[src/hdl/wdsb_pkg.sv]
// package for the wheel drive slew and start boost unit
// shared types, register indexes and drive constants; no dependencies
package wdsb_pkg;

  localparam int DriveFullScale = 1000;
  localparam int DriveW         = 11;
  localparam int SpeedW         = 16;
  localparam int CfgIdxW        = 3;
  localparam int CfgDataW       = 16;
  localparam int InDataW        = 6 * SpeedW;
  localparam int OutDataW       = 32;

  localparam logic signed [DriveW-1:0] DriveMax = DriveW'(DriveFullScale);
  localparam logic signed [DriveW-1:0] DriveMin = -DriveMax;

  typedef enum logic [CfgIdxW-1:0] {
    CfgSpeedLimit = 3'd0,
    CfgDeadband   = 3'd1,
    CfgMoving     = 3'd2,
    CfgBoostLevel = 3'd3,
    CfgSlewStep   = 3'd4,
    CfgBoostTicks = 3'd5
  } cfg_reg_e;

  typedef struct packed {
    logic [14:0] speed_limit;
    logic [14:0] deadband;
    logic [14:0] moving;
    logic [9:0]  boost_level;
    logic [9:0]  slew_step;
    logic [15:0] boost_ticks;
  } cfg_t;

  // per wheel result handed from a lane to the merge stage
  typedef struct packed {
    logic signed [DriveW-1:0] drive;
    logic                     boosting;
    logic                     clamp_hit;
  } lane_res_t;

endpackage

[src/hdl/wdsb_lane.sv]
// one wheel lane: target clamp, deadband, boost counter, boost raise and slew limit
// holds the wheel's state registers; depends on wdsb_pkg
module wdsb_lane (
  input  logic                                 clk_i,
  input  logic                                 rst_ni,
  input  wdsb_pkg::cfg_t                       cfg_i,
  input  logic                                 step_i,
  input  logic signed [wdsb_pkg::SpeedW-1:0]   target_i,
  input  logic signed [wdsb_pkg::SpeedW-1:0]   actual_i,
  input  logic signed [wdsb_pkg::SpeedW-1:0]   request_i,
  output wdsb_pkg::lane_res_t                  res_o
);
  import wdsb_pkg::*;

  logic signed [DriveW-1:0] last_drive_q, last_drive_d;
  logic signed [SpeedW-1:0] last_target_q, last_target_d;
  logic [15:0]              boost_q, boost_d;

  logic signed [16:0] lim17, nlim17, tgt17, act17, act_mag, req17, db17, ndb17, prev17;
  logic signed [SpeedW-1:0] tgt_c;
  logic signed [11:0] drv, lvl, step, last12, delta;
  logic hit, active, prev_active, reversal, moving, boosting;
  logic [15:0] cnt;

  always_comb begin
    lim17  = $signed({2'b00, cfg_i.speed_limit});
    nlim17 = -lim17;
    tgt17  = {target_i[SpeedW-1], target_i};
    hit    = 1'b0;
    if (tgt17 > lim17) begin
      tgt_c = lim17[SpeedW-1:0];
      hit   = 1'b1;
    end else if (tgt17 < nlim17) begin
      tgt_c = nlim17[SpeedW-1:0];
      hit   = 1'b1;
    end else begin
      tgt_c = target_i;
    end

    // deadband judged with the current register for both old and new target
    db17        = $signed({2'b00, cfg_i.deadband});
    ndb17       = -db17;
    tgt17       = {tgt_c[SpeedW-1], tgt_c};
    prev17      = {last_target_q[SpeedW-1], last_target_q};
    active      = !((tgt17 > ndb17) && (tgt17 < db17));
    prev_active = !((prev17 > ndb17) && (prev17 < db17));
    reversal    = (last_target_q > 0 && tgt_c < 0) || (last_target_q < 0 && tgt_c > 0);

    act17   = {actual_i[SpeedW-1], actual_i};
    act_mag = (act17 < 0) ? -act17 : act17;
    moving  = act_mag > $signed({2'b00, cfg_i.moving});

    req17 = {request_i[SpeedW-1], request_i};
    if (req17 > 17'(DriveFullScale)) begin
      drv = 12'(DriveFullScale);
    end else if (req17 < -17'(DriveFullScale)) begin
      drv = -12'(DriveFullScale);
    end else begin
      drv = req17[11:0];
    end

    cnt = boost_q;
    if (!prev_active || reversal) begin
      cnt = cfg_i.boost_ticks;
    end
    if (moving) begin
      cnt = '0;
    end
    boosting = (cnt != '0);

    lvl    = $signed({2'b00, cfg_i.boost_level});
    step   = $signed({2'b00, cfg_i.slew_step});
    last12 = {last_drive_q[DriveW-1], last_drive_q};
    delta  = drv - last12;
    if (boosting) begin
      if (cfg_i.boost_level != '0) begin
        if (tgt_c >= 0 && drv < lvl) drv = lvl;
        if (tgt_c < 0 && drv > -lvl) drv = -lvl;
      end
      if (drv > 12'(DriveFullScale)) drv = 12'(DriveFullScale);
      if (drv < -12'(DriveFullScale)) drv = -12'(DriveFullScale);
    end else if (cfg_i.slew_step != '0) begin
      if (delta > step) begin
        drv = last12 + step;
      end else if (delta < -step) begin
        drv = last12 - step;
      end
    end

    last_target_d = tgt_c;
    if (active) begin
      boost_d      = boosting ? cnt - 16'd1 : cnt;
      last_drive_d = drv[DriveW-1:0];
    end else begin
      boost_d      = '0;
      last_drive_d = '0;
    end

    res_o.drive     = last_drive_d;
    res_o.boosting  = active && boosting;
    res_o.clamp_hit = hit;
  end

  always_ff @(posedge clk_i or negedge rst_ni) begin
    if (!rst_ni) begin
      last_drive_q  <= '0;
      last_target_q <= '0;
      boost_q       <= '0;
    end else if (step_i) begin
      last_drive_q  <= last_drive_d;
      last_target_q <= last_target_d;
      boost_q       <= boost_d;
    end
  end

`ifndef SYNTHESIS
  a_inactive_clears: assert property (@(posedge clk_i) disable iff (!rst_ni)
    step_i && !active |=> last_drive_q == '0 && boost_q == '0)
    else $error("inactive target did not clear lane state");
  a_boost_needs_active: assert property (@(posedge clk_i) disable iff (!rst_ni)
    res_o.boosting |-> active && cnt != '0)
    else $error("boost flagged without active target and count");
  a_drive_range: assert property (@(posedge clk_i) disable iff (!rst_ni)
    last_drive_q <= DriveMax && last_drive_q >= DriveMin)
    else $error("stored drive beyond full scale");
`endif

endmodule

[src/hdl/wdsb_merge.sv]
// merge stage: combines both lane results, builds the limited flag, output register
// depends on wdsb_pkg
module wdsb_merge (
  input  logic                              clk_i,
  input  logic                              rst_ni,
  input  wdsb_pkg::lane_res_t               left_res_i,
  input  wdsb_pkg::lane_res_t               right_res_i,
  input  logic                              in_valid_i,
  output logic                              in_ready_o,
  output logic                              out_valid_o,
  input  logic                              out_ready_i,
  output logic [wdsb_pkg::OutDataW-1:0]     out_data_o
);
  import wdsb_pkg::*;

  logic                valid_q;
  logic [OutDataW-1:0] data_q, data_d;
  logic                limited, take;

  always_comb begin
    limited = left_res_i.clamp_hit || right_res_i.clamp_hit ||
              left_res_i.drive == DriveMax || left_res_i.drive == DriveMin ||
              right_res_i.drive == DriveMax || right_res_i.drive == DriveMin;
    data_d = OutDataW'({limited, right_res_i.boosting, left_res_i.boosting,
                        right_res_i.drive, left_res_i.drive});
  end

  // a new request enters while the held result is being taken
  assign in_ready_o  = !valid_q || out_ready_i;
  assign take        = in_valid_i && in_ready_o;
  assign out_valid_o = valid_q;
  assign out_data_o  = data_q;

  always_ff @(posedge clk_i or negedge rst_ni) begin
    if (!rst_ni) begin
      valid_q <= 1'b0;
    end else if (in_ready_o) begin
      valid_q <= in_valid_i;
    end
  end

  always_ff @(posedge clk_i) begin
    if (take) begin
      data_q <= data_d;
    end
  end

`ifndef SYNTHESIS
  a_full_scale_limited: assert property (@(posedge clk_i) disable iff (!rst_ni)
    valid_q && ($signed(data_q[10:0]) == DriveMax || $signed(data_q[10:0]) == DriveMin)
    |-> data_q[24])
    else $error("full scale drive without limited flag");
  a_empty_ready: assert property (@(posedge clk_i) disable iff (!rst_ni)
    !valid_q |-> in_ready_o)
    else $error("empty output stage refuses requests");
  a_take_loads: assert property (@(posedge clk_i) disable iff (!rst_ni)
    take |=> valid_q)
    else $error("accepted request not held in output stage");
`endif

endmodule

[src/hdl/wheel_drive_slew_and_start_boost_unit.sv]
// Wheel drive slew limiter with start boost, two wheel lanes and an output stage.
// Input stream s_axis carries one control tick: targets, measured speeds and
// controller drive requests for both wheels. Output stream m_axis carries the
// final drives, the boost flags and the combined limited flag.
// Configuration is written through cfg_we_i / cfg_idx_i / cfg_data_i, one register per
// cycle; the user must write only while no request is in flight, the block does not enforce it.
// An accepted request's result appears on m_axis in the cycle after acceptance.
// Throughput: one request per cycle unless the receiver stalls; both lanes
// are combinational, their state updated at acceptance, so back-to-back ticks see it.
// The output register lets a new request in while the held result is taken;
// when the receiver stalls with a result held, s_axis_tready_o drops.
// Reset clears the wheel state and loads the register defaults
// (limit 2000, deadband 20, moving threshold 50, others zero); no clearing pass.
// Depends on wdsb_pkg, wdsb_lane and wdsb_merge.
module wheel_drive_slew_and_start_boost_unit (
  input  logic                              clk_i,
  input  logic                              rst_ni,
  input  logic                              s_axis_tvalid_i,
  output logic                              s_axis_tready_o,
  // left_target, right_target, left_actual, right_actual, left_request, right_request
  input  logic [wdsb_pkg::InDataW-1:0]      s_axis_tdata_i,
  output logic                              m_axis_tvalid_o,
  input  logic                              m_axis_tready_i,
  // left_drive, right_drive, left_boosting, right_boosting, limited, zero fill
  output logic [wdsb_pkg::OutDataW-1:0]     m_axis_tdata_o,
  input  logic                              cfg_we_i,
  input  logic [wdsb_pkg::CfgIdxW-1:0]      cfg_idx_i,
  input  logic [wdsb_pkg::CfgDataW-1:0]     cfg_data_i
);
  import wdsb_pkg::*;

  cfg_t      cfg_q;
  lane_res_t left_res, right_res;
  logic      step;

  always_ff @(posedge clk_i or negedge rst_ni) begin
    if (!rst_ni) begin
      cfg_q.speed_limit <= 15'd2000;
      cfg_q.deadband    <= 15'd20;
      cfg_q.moving      <= 15'd50;
      cfg_q.boost_level <= '0;
      cfg_q.slew_step   <= '0;
      cfg_q.boost_ticks <= '0;
    end else if (cfg_we_i) begin
      case (cfg_reg_e'(cfg_idx_i))
        CfgSpeedLimit: cfg_q.speed_limit <= cfg_data_i[14:0];
        CfgDeadband:   cfg_q.deadband    <= cfg_data_i[14:0];
        CfgMoving:     cfg_q.moving      <= cfg_data_i[14:0];
        CfgBoostLevel: cfg_q.boost_level <= cfg_data_i[9:0];
        CfgSlewStep:   cfg_q.slew_step   <= cfg_data_i[9:0];
        CfgBoostTicks: cfg_q.boost_ticks <= cfg_data_i[15:0];
        default: ;
      endcase
    end
  end

  assign step = s_axis_tvalid_i && s_axis_tready_o;

  wdsb_lane u_left (
    .clk_i     (clk_i),
    .rst_ni    (rst_ni),
    .cfg_i     (cfg_q),
    .step_i    (step),
    .target_i  (s_axis_tdata_i[15:0]),
    .actual_i  (s_axis_tdata_i[47:32]),
    .request_i (s_axis_tdata_i[79:64]),
    .res_o     (left_res)
  );

  wdsb_lane u_right (
    .clk_i     (clk_i),
    .rst_ni    (rst_ni),
    .cfg_i     (cfg_q),
    .step_i    (step),
    .target_i  (s_axis_tdata_i[31:16]),
    .actual_i  (s_axis_tdata_i[63:48]),
    .request_i (s_axis_tdata_i[95:80]),
    .res_o     (right_res)
  );

  wdsb_merge u_merge (
    .clk_i       (clk_i),
    .rst_ni      (rst_ni),
    .left_res_i  (left_res),
    .right_res_i (right_res),
    .in_valid_i  (s_axis_tvalid_i),
    .in_ready_o  (s_axis_tready_o),
    .out_valid_o (m_axis_tvalid_o),
    .out_ready_i (m_axis_tready_i),
    .out_data_o  (m_axis_tdata_o)
  );

endmodule

[config.mk]
export PLATFORM = sky130hd
export DESIGN_NAME = wheel_drive_slew_and_start_boost_unit
export DESIGN_NICKNAME = d
export VERILOG_FILES = /design/src/hdl/wdsb_pkg.sv /design/src/hdl/wdsb_lane.sv /design/src/hdl/wdsb_merge.sv /design/src/hdl/wheel_drive_slew_and_start_boost_unit.sv
export SDC_FILE = /design/constraint.sdc
export NUM_CORES = 1
export LEC_CHECK = 0
export ABC_AREA = 0
export BUFFER_PORTS_ARGS = -buffer_cell sky130_fd_sc_hd__clkbuf_2
export CORE_MARGIN = 5
export CORE_UTILIZATION = 40
export CTS_CLUSTER_SIZE = 30
export DETAILED_ROUTE_END_ITERATION = 8
export PLACE_DENSITY_LB_ADDON = 0.05
export SYNTH_ARGS = -nofsm -noshare
export SYNTH_HDL_FRONTEND = slang
export SYNTH_SLANG_ARGS = --single-unit
export TNS_END_PERCENT = 10
[constraint.sdc]
create_clock -name clk_i -period 8.35 [get_ports clk_i]
set_input_delay 1.67 -clock clk_i [delete_from_list [all_inputs] [get_ports clk_i]]
set_output_delay 1.67 -clock clk_i [all_outputs]
set_load 0.05 [all_outputs]
* After elaboration in Yosys (flattened, before gate mapping) *
Cells that the tools add are included.

word-level totals
  word-level logic and storage cells = 168
  bits in registers = 193

operators by class
  eq/ne operators = 9
  reductions and logical operators = 39
  magnitude comparators = 42
  mux-type cells = 50
  add/sub/neg operators = 14

operator list
  kind                     number
  $mux W12                 20
  $mux W16                 12
  $mux W11                 12
  $lt A16 B1 Y1 const B    6
  $gt A16 B17 Y1           4
  $gt A16 B1 Y1 const B    4
  $lt A16 B16 Y1           4
  $eq A11 B11 Y1 const B   4
  $gt A17 B16 Y1           2
  $lt A16 B17 Y1           2
  $mux W17                 2
  $neg A15 Y17             2
  $neg A16 Y17             2
  $ge A16 B1 Y1 const B    2
  $gt A16 B11 Y1 const B   2
  $gt A16 B16 Y1           2
  $lt A16 B11 Y1 const B   2
  $reduce_bool A16 Y1      2
  $sub A16 B1 Y16 const B  2
  $gt A12 B11 Y1           2
  $gt A12 B11 Y1 const B   2
  $gt A12 B12 Y1           2
  $lt A12 B11 Y1           2
  $lt A12 B11 Y1 const B   2
  other kinds (15)         56

* Logic depth before layout (Yosys ltp) *
Gate-level depths: netlist of the first run.

  depth after elaboration = 29
  gate-level depth with buffers = 39
  depth with buffers taken out = 34

* Hierarchy *
From an unflattened synthesis of the first run, not the netlist that was laid out.

second synthesis, totals
  cells, all modules = 2917
  area total of the unflattened synthesis = 24488.5 µm²

modules (own cells, without submodules)
  module                                 cells each  times used  area an instance (µm²)
  wdsb_lane at u_left                    1345        1           10211.0
  wdsb_lane at u_right                   1341        1           10104.7
  wheel_drive_slew_and_start_boost_unit  177         1           3205.6
  wdsb_merge                             54          1           967.2

* Least setup slack after synthesis of the first run *
OpenSTA, ideal clock, no wires.

  path kind = input port to flip-flop
  from = input s_axis_tdata_i[64] (netlist bit)
  to = register u_merge.data_q[24], in the netlist u_merge.out_data_o[24], data pin
  stages = 34
  library setup time = 0.158 ns
  path slack = -0.434 ns
  arrival time = 8.626 ns
  path through = o31a_1 -> o2111ai_1 -> a31oi_1 -> o21ai_0 -> inv_1 -> ha_1 -> a21o_1 -> a21o_1 -> a211oi_1 -> o31ai_1 -> a21oi_1 -> inv_1 -> nor3_1 -> clkbuf_1 -> clkbuf_1 -> nand2_1 -> o21ai_0 -> ha_1 -> o21a_1 -> o21a_1 -> o21bai_1 -> a31oi_1 -> o311a_1 -> or2_2 -> clkbuf_1 -> a32o_1 -> a221o_1 -> nor4_1 -> a21oi_1 -> a2111oi_0 -> nand4_1 -> a221o_1 -> a2111o_1 -> o211ai_1

between the ends
  cells in the longest elaborated chain, start to end = 25

RTL lines
  element                             line                                         source
  start: declaration                  wheel_drive_slew_and_start_boost_unit.sv:21  input logic [wdsb_pkg::InDataW-1:0] s_axis_tdata_i,
  $lt A16 B11 Y1                      wdsb_lane.sv:56                              end else if (req17 < -17'(DriveFullScale)) begin
  $mux W12                            wdsb_lane.sv:56
  $mux W12 *                          wdsb_lane.sv:54                              if (req17 > 17'(DriveFullScale)) begin
  $lt A12 B11 Y1                      wdsb_lane.sv:77                              if (tgt_c >= 0 && drv < lvl) drv = lvl;
  $logic_and A1 B1 Y1                 wdsb_lane.sv:77
  $mux W12                            wdsb_lane.sv:77
  $mux W12                            wdsb_lane.sv:76                              if (cfg_i.boost_level != '0) begin
  $mux W12                            wdsb_lane.sv:75                              if (boosting) begin
  [9 not listed]                      --
  $mux W11                            wdsb_lane.sv:81                              if (drv < -12'(DriveFullScale)) drv = -12'(DriveFullScale);
  $mux W11 *                          wdsb_lane.sv:75
  $mux W11 *                          wdsb_lane.sv:91                              if (active) begin
  $eq A11 B11 Y1                      wdsb_merge.sv:22                             left_res_i.drive == DriveMax || left_res_i.drive == DriveMin ||
  $logic_or A1 B1 Y1                  wdsb_merge.sv:21                             limited = left_res_i.clamp_hit || right_res_i.clamp_hit ||
  $logic_or A1 B1 Y1 * (2 in series)  wdsb_merge.sv:22
  $logic_or A1 B1 Y1 *                wdsb_merge.sv:23                             right_res_i.drive == DriveMax || right_res_i.drive == DriveMin;
  via u_merge.limited                 wdsb_merge.sv:18                             logic limited, take;
  end signal: assignment              wdsb_merge.sv:44                             data_q <= data_d;
  end: declaration                    wdsb_merge.sv:17                             logic [OutDataW-1:0] data_q, data_d;

Mark *: on every way through the listed nets, which the timed path passes. The rest lies on a longest branch. The select of a mux whose other input is x is not followed.
A chain may end at the register's enable or synchronous reset.

==> reports/qor.json, run 1 <==
{
  "wire_length_of_the_first_global_routing_pass": {"value": 141, "unit": "mm"},
  "synth.top_cells.by_area": {"value": "sky130_fd_sc_hd__ha_1 20%, sky130_fd_sc_hd__dfrtp_1 17%, sky130_fd_sc_hd__nand2_1 5.1%"},
  "cts_num_sinks": {"value": 193},
  "result_of_the_run": {"value": "finished, final reports clean"},
  "num_vias": {"value": 23600},
  "drt_iter0_drc": {"value": 2005},
  "cp.arrival": {"value": 8580, "unit": "ps"},
  "design.portCount": {"value": 154},
  "tritoncts": {"value": "done"},
  "drt_pass1_iterations": {"value": 5},
  "layout.cells.most_common": {"value": "sky130_fd_sc_hd__ha_1"},
  "grt_pass1_vias": {"value": 23000},
  "critical-path-max-stage-delay": {"value": 590, "unit": "ps"},
  "placed_instances": {"value": 3886},
  "cts.htree.levels": {"value": 4},
  "drc": {"value": 0},
  "cts-buffers-inserted": {"value": 17},
  "criticalPathCategory": {"value": "flop to flop"},
  "grt_use_total": {"value": 29.1, "unit": "%"},
  "fillerInstances": {"value": 5832},
  "drive_above_1_share": {"value": 19.8, "unit": "%"},
  "setup-tns-final": {"value": 0, "unit": "ps"},
  "portBuffers": {"value": 146},
  "finalCritPeriodShare": {"value": 98.7, "unit": "%"},
  "worst_slew_pin_slew": {"value": 1190, "unit": "ps"},
  "synth_edf_count": {"value": 25},
  "yosys_warnings": {"value": 0},
  "worstSetupEndpointType": {"value": "flop"},
  "timing.hold.worst.class": {"value": "flop to flop"},
  "final_cell_mix": {"value": "362 x sky130_fd_sc_hd__ha_1, 311 x sky130_fd_sc_hd__nand2_1, 258 x sky130_fd_sc_hd__buf_4"},
  "worstPathRequired": {"value": 8680, "unit": "ps"},
  "whs": {"value": 493, "unit": "ps"},
  "power-per-cell-area": {"value": 346, "unit": "mW/mm²"},
  "crit_top_cell": {"value": "sky130_fd_sc_hd__or4_4"},
  "cts_root_buffer": {"value": "sky130_fd_sc_hd__clkbuf_16"},
  "synth-seq-cells": {"value": 193},
  "instances_no_fill": {"value": 3935},
  "synth.top_cell.area_share": {"value": 19.8, "unit": "%"},
  "antenna_violations_before_repair": {"value": 3},
  "slew_viol_final": {"value": 0},
  "met2_wirelength": {"value": 44.7, "unit": "mm"},
  "dieArea": {"value": 0.0626, "unit": "mm²"},
  "gr-total-overflow": {"value": 0},
  "cp_slowest_cell": {"value": "sky130_fd_sc_hd__or4_4"},
  "detail_route.wirelength.met1": {"value": 41.4, "unit": "mm"},
  "die_height": {"value": 250, "unit": "µm"},
  "mappedNetlistArea": {"value": 0.0231, "unit": "mm²"},
  "drv.max_cap_violation_count": {"value": 0},
  "max-clock-path-buffers": {"value": 2},
  "initial_util": {"value": 40.2, "unit": "%"},
  "ir_drop": {"value": 0.000219, "unit": "V"},
  "timing.final.hold_violations": {"value": 0},
  "synth_seq_area_share": {"value": 21.5, "unit": "%"},
  "grt_setup_unrepaired": {"value": "yes"},
  "fmaxAchievable": {"value": 121, "unit": "MHz"},
  "detail_route.wl_per_cell": {"value": 24.1, "unit": "µm"},
  "critPathMaxFanout": {"value": 7},
  "avgViaCountPerCell": {"value": 5.99},
  "clock_insertion_delay_worst_skew": {"value": 500, "unit": "ps"},
  "final_net_count": {"value": 3649},
  "leakage": {"value": 0.0127, "unit": "µW"},
  "setup_violations_final": {"value": 0},
  "start_kind": {"value": "flop"},
  "drtAntennaViolNets": {"value": 0},
  "fp.coreArea": {"value": 0.0575, "unit": "mm²"},
  "wl_met3": {"value": 4.77, "unit": "mm"},
  "gpl.final_weighted_congestion": {"value": 0.968},
  "std_cell_rows": {"value": 88},
  "final_core_util": {"value": 47.7, "unit": "%"},
  "tmin_final": {"value": 8240, "unit": "ps"},
  "max_slew_margin": {"value": 20.6, "unit": "%"},
  "highest_layer": {"value": "met5"},
  "dp_hpwl": {"value": 76.0, "unit": "mm"},
  "grt_max_degree": {"value": 91},
  "detail_route.wirelength": {"value": 94.7, "unit": "mm"},
  "syn_inst": {"value": 2831},
  "areaGrowthSynthToFinish": {"value": 18.8, "unit": "%"},
  "antenna-diode-count": {"value": 0},
  "synth_largest_area_cell": {"value": "sky130_fd_sc_hd__ha_1"},
  "ys_types": {"value": 111},
  "die_w": {"value": 250, "unit": "µm"},
  "cts.reportedPaths.clkPinSlew": {"value": 80, "unit": "ps"},
  "yosys_most_used_dff": {"value": "sky130_fd_sc_hd__dfrtp_1"},
  "mapped_avg_cell_area": {"value": 8.15, "unit": "µm²"},
  "ys_async_sr_fraction": {"value": 87.0, "unit": "%"},
  "fin_skew": {"value": 29.5, "unit": "ps"}
}
-- flip-flops by register name, summed over array words and instances (netlist names) --
| register | count |
|---|---|
| cfg_q | 81 |
| u_left.boost_q | 16 |
| u_left.last_drive_q | 11 |
| u_left.last_target_q | 16 |
| u_merge.out_data_o | 25 |
| u_merge.out_valid_o | 1 |
| u_right.boost_q | 16 |
| u_right.last_drive_q | 11 |
| u_right.last_target_q | 16 |
-- power breakdown --
part | internal [µW] | switching [µW]
clock network | 407 | 449
registers | 1270 | 324
logic | 2970 | 4080
total | 4640 | 4860
-- area by class of cell --
type | count | area, µm² | share of cell area, %
inverter | 189 | 711 | 2.59
clock buffer | 18 | 433 | 1.58
multi-input combinational | 2347 | 17500 | 63.7
timing repair buffer | 409 | 2740 | 10.0
sequential | 193 | 4970 | 18.1
clock inverter | 14 | 155 | 0.566
tap | 765 | 957 | 3.49
-- through the flow --
stage	setup WS (ps)	cell area [µm²]	power, µW
after global placement	-588	26300	8300
after CTS	17.2	27000	9330
final	108	27400	9500
after floorplan	5.57	23200	5860
after detailed placement	-649	26300	8380
after global routing	-109	27400	10300
-- critical path, delay by kind of cell, from the launching register on --
family | cells | cell delay, ps
AOI/OAI and AO/OA | 14 | 3260
muxes | 1 | 240
adders and majority gates | 2 | 430
xor gates and xnor gates | 1 | 220
and+or+nand+nor | 10 | 3080
buffers and inverters | 3 | 430
DFF | 1 | 390
-- cell usage after synthesis (all sizes together) (33+ instances only) --
cell type and number:
buf 33, nand2 313, ha 366, o21ai 235, nand4 47, a21o 51, nand2b 33, nor4 44
o21a 54, dfrtp 157, clkbuf 75, nor3 67, nor2b 41, mux2 47, nand3 56, mux2i 40
a21oi 143, xnor2 80, inv 188, nor2 186
-- cells by family (layout without fill, tap and decap cells) --
family	count (synthesis)	after routing	synth area share, %
AND/OR/NAND/NOR	921	921	19.8
AO/OA/AOI/OAI	860	860	25.3
adder cells (fa/ha/maj)	372	372	20.4
buffers and inverters	297	630	5.14
flip-flops	193	193	21.5
XOR/XNOR	100	100	3.79
multiplexers	87	87	4.10
other	1	7	0.0162
-- metal layers --
metal | up-vias | GRT usage (%)
met5 | - | 0
li1 | 11200 | -
met4 | 2 | 11.3
met3 | 177 | 4.11
met1 | 11400 | 37.8
met2 | 738 | 49.1
-- path summary, 6_finish.rpt --
check	endpoint	from	cells past startpoint	slack [ps]
min reg2reg	u_right.boost_q[0]$_DFFE_PN0P_	u_right.boost_q[0]$_DFFE_PN0P_	2	490
min	u_right.boost_q[0]$_DFFE_PN0P_	u_right.boost_q[0]$_DFFE_PN0P_	2	490
max	u_merge.out_data_o[24]$_DFFE_PP_	cfg_q[71]$_DFFE_PN0P_	31	110
max in group asynchronous	u_right.last_target_q[5]$_DFFE_PN0P_	rst_ni	2	5350
max reg2reg	u_merge.out_data_o[24]$_DFFE_PP_	cfg_q[71]$_DFFE_PN0P_	31	110
min in group asynchronous	u_right.last_drive_q[7]$_DFFE_PN0P_	rst_ni	1	1240
-- timing repair --
action / 4_1_cts / 5_1_grt
endpoints found under the setup margin: 2 / 19
pin swaps: 2 / 27
setup buffers: 4 / 13
hold buffers: 0 / 0
gates resized for setup: 16 / 75
Note: power is estimated with default switching activity, not from simulation.
==> inputs of run 2 (changes only) <==
--- a/config.mk
+++ b/config.mk
@@ -11,6 +11,7 @@
 export CORE_UTILIZATION = 40
 export CTS_CLUSTER_SIZE = 30
 export DETAILED_ROUTE_END_ITERATION = 8
+export GPL_TIMING_DRIVEN = 0
 export PLACE_DENSITY_LB_ADDON = 0.05
 export SYNTH_ARGS = -nofsm -noshare
 export SYNTH_HDL_FRONTEND = slang
==> run 2 against run 1 <==
Compared with the run above: the run now ends with negative setup slack left; cell count down 2.1%; non-clock buffer count shrank 82; first-iteration DRC count is 7.0% higher; highest routed layer is now met4; die area unchanged; worst hold slack improved by 12 ps; sequential cell count unchanged; routed wire length rose by 1.1%; combinational power shrank 6.1%; design area is 1.8% lower; largest power group unchanged; register-to-register slack worse by 290 ps; utilization shrank 0.87 points.
==> reports/qor.json, run 2 (same netlist as run 1, synthesis figures left out) <==
{
  "groute.layer.met3.usage": {"value": 4.93, "unit": "%"},
  "place_area": {"value": 0.0249, "unit": "mm²"},
  "cts.htree.levels": {"value": 4},
  "areaGrowthSynthToFinish": {"value": 16.6, "unit": "%"},
  "fp.coreArea": {"value": 0.0575, "unit": "mm²"},
  "grt_setup_unrepaired": {"value": "yes"},
  "final_cell_mix": {"value": "357 x sky130_fd_sc_hd__ha_1, 311 x sky130_fd_sc_hd__nand2_1, 204 x sky130_fd_sc_hd__o21ai_0"},
  "cts-buffers-inserted": {"value": 17},
  "worstSetupEndpointType": {"value": "flop"},
  "p_int": {"value": 4230, "unit": "µW"},
  "ir_drop": {"value": 0.000251, "unit": "V"},
  "worst_slew_pin_slew": {"value": 1170, "unit": "ps"},
  "grt_use_total": {"value": 29.5, "unit": "%"},
  "result_of_the_run": {"value": "finished with violations"},
  "whs": {"value": 505, "unit": "ps"},
  "criticalPathCategory": {"value": "primary input to flop"},
  "critPathMaxFanout": {"value": 6},
  "drtAntennaViolNets": {"value": 0},
  "cts_num_sinks": {"value": 193},
  "worst_r2r_path_depth": {"value": 36},
  "largest_reg_flops": {"value": 81},
  "tritoncts": {"value": "done"},
  "initial_util": {"value": 40.2, "unit": "%"},
  "min_delay_worst_endpoint": {"value": "u_right.boost_q[0]$_DFFE_PN0P_"},
  "dieArea": {"value": 0.0626, "unit": "mm²"},
  "timing.hold.worst.class": {"value": "flop to flop"},
  "register_with_the_most_flip_flops": {"value": "cfg_q"},
  "fin_skew": {"value": 25.7, "unit": "ps"},
  "placed_instances": {"value": 3750},
  "setup.worst_path.start": {"value": "s_axis_tdata_i[66]"},
  "clkPwrFrac": {"value": 9.9, "unit": "%"},
  "finalCritPeriodShare": {"value": 104, "unit": "%"},
  "fmaxAchievable": {"value": 116, "unit": "MHz"},
  "ff2ff_setup_slack": {"value": -180, "unit": "ps"},
  "power_frac_seq": {"value": 17.5, "unit": "%"},
  "reg2reg_to": {"value": "u_merge.out_data_o[24]$_DFFE_PP_"},
  "design.portCount": {"value": 154},
  "drc": {"value": 0},
  "drt_iter0_drc": {"value": 2146},
  "std_cell_rows": {"value": 88},
  "groute.layer.met2.usage": {"value": 49.9, "unit": "%"},
  "instances_no_fill": {"value": 3854},
  "p_total": {"value": 9110, "unit": "µW"},
  "setup_violations_final": {"value": 1},
  "fin_ws": {"value": -296, "unit": "ps"},
  "antenna-diode-count": {"value": 0},
  "clock_insertion_delay_worst_skew": {"value": 520, "unit": "ps"},
  "sw_frac_of_total": {"value": 53.6, "unit": "%"},
  "drt_pass1_iterations": {"value": 7},
  "leakage": {"value": 0.0121, "unit": "µW"},
  "slew_viol_final": {"value": 0},
  "p_sw": {"value": 4880, "unit": "µW"},
  "final_core_util": {"value": 46.8, "unit": "%"},
  "worstPathRequired": {"value": 8670, "unit": "ps"},
  "tmin_final": {"value": 8650, "unit": "ps"},
  "max_slew_margin": {"value": 21.6, "unit": "%"},
  "comb_power_share": {"value": 72.7, "unit": "%"},
  "cts-hold-fix-buffers": {"value": 0},
  "cp_slowest_cell": {"value": "sky130_fd_sc_hd__a2111o_1"},
  "num_vias": {"value": 23800},
  "design_area": {"value": 0.0269, "unit": "mm²"},
  "gpl.final_weighted_congestion": {"value": 0.986},
  "drv.max_cap_violation_count": {"value": 0},
  "grt_max_degree": {"value": 92},
  "detail_route.wirelength": {"value": 95.8, "unit": "mm"},
  "wire_length_of_the_first_global_routing_pass": {"value": 143, "unit": "mm"},
  "power-per-cell-area": {"value": 338, "unit": "mW/mm²"},
  "antenna_violations_before_repair": {"value": 0},
  "violations": {"value": "negative setup slack"},
  "layout.cells.most_common": {"value": "sky130_fd_sc_hd__ha_1"},
  "cp.arrival": {"value": 8970, "unit": "ps"},
  "die_w": {"value": 250, "unit": "µm"},
  "critical-path-max-stage-delay": {"value": 550, "unit": "ps"},
  "detail_route.wl_per_cell": {"value": 24.8, "unit": "µm"},
  "min-delay-start": {"value": "u_right.boost_q[0]$_DFFE_PN0P_"},
  "final_net_count": {"value": 3568},
  "min_path_cells": {"value": 2},
  "portBuffers": {"value": 146},
  "gr-total-overflow": {"value": 0},
  "cts.reportedPaths.clkPinSlew": {"value": 80, "unit": "ps"},
  "die_height": {"value": 250, "unit": "µm"},
  "groute.layer.met1.usage": {"value": 37.6, "unit": "%"},
  "grt_pass1_vias": {"value": 23100},
  "cts_root_buffer": {"value": "sky130_fd_sc_hd__clkbuf_16"},
  "dp_hpwl": {"value": 75.2, "unit": "mm"},
  "drive_above_1_share": {"value": 16.9, "unit": "%"},
  "max-clock-path-buffers": {"value": 2},
  "timing.final.hold_violations": {"value": 0},
  "globalRoute.busiestLayer": {"value": "met2"},
  "fillerInstances": {"value": 5784},
  "start_kind": {"value": "primary input"},
  "avgViaCountPerCell": {"value": 6.17},
  "r2r-start": {"value": "cfg_q[67]$_DFFE_PN0P_"}
}
[run 2: worst max-delay path by stage]
stage / to / cells after the start
final: u_merge.out_data_o[24]$_DFFE_PP_ / 38
after global routing: u_merge.out_data_o[24]$_DFFE_PP_ / 38
after CTS: u_merge.out_data_o[24]$_DFFE_PP_ / 36
after detailed placement: u_merge.out_data_o[24]$_DFFE_PP_ / 34
after global placement: u_merge.out_data_o[24]$_DFFE_PP_ / 34
after floorplan: u_merge.out_data_o[24]$_DFFE_PP_ / 34
[run 2: area by class of cell]
type,instances,area (µm²),area share [%]
tap,765,957,3.55
buffer,98,500,1.86
timing repair buffer,229,1420,5.28
clock buffer,18,439,1.63
sequential,193,4970,18.5
clock inverter,14,178,0.660
multi-input combinational,2348,17700,65.9
inverter,189,713,2.65
[run 2: worst max-delay path: cells and delay by family]
family	cells	cell delay (ps)
muxes	1	330
AOI/OAI and AO/OA	20	4620
adders and majority gates	2	430
and+or+nand+nor	8	980
buffers and inverters	7	900
[run 2: power by group through the flow]
stage,Sequential [µW],Clock (µW),Combinational [µW]
2_1_floorplan,1600,0,4260
5_1_grt,1620,958,7250
6_report,1590,898,6620
3_5_place_dp,1600,0,6080
4_1_cts,1580,923,6360
3_3_place_gp,1590,0,5980
[run 2: what timing repair did]
| action | in CTS | in global routing |
|---|---|---|
| buffers inserted | 50 | 32 |
| gates resized for setup | 122 | 69 |
| endpoints found under the setup margin | 79 | 54 |
| pin swaps | 50 | 62 |
| cloned | 1 | 0 |
[run 2: per-stage QoR]
| stage | worst slack (ps) | TNS, ps |
|---|---|---|
| 2_1_floorplan | 5.57 | 0 |
| 3_3_place_gp | -2440 | -97930 |
| 3_5_place_dp | -2410 | -94370 |
| 4_1_cts | -196 | -196 |
| 5_1_grt | -511 | -1180 |
| 6_report | -296 | -296 |
[run 2: layer usage]
layer | up-vias | wire, µm
met5 | - | 0
li1 | 11100 | -
met4 | 0 | 4090
met3 | 210 | 6350
met2 | 937 | 45200
met1 | 11500 | 40200
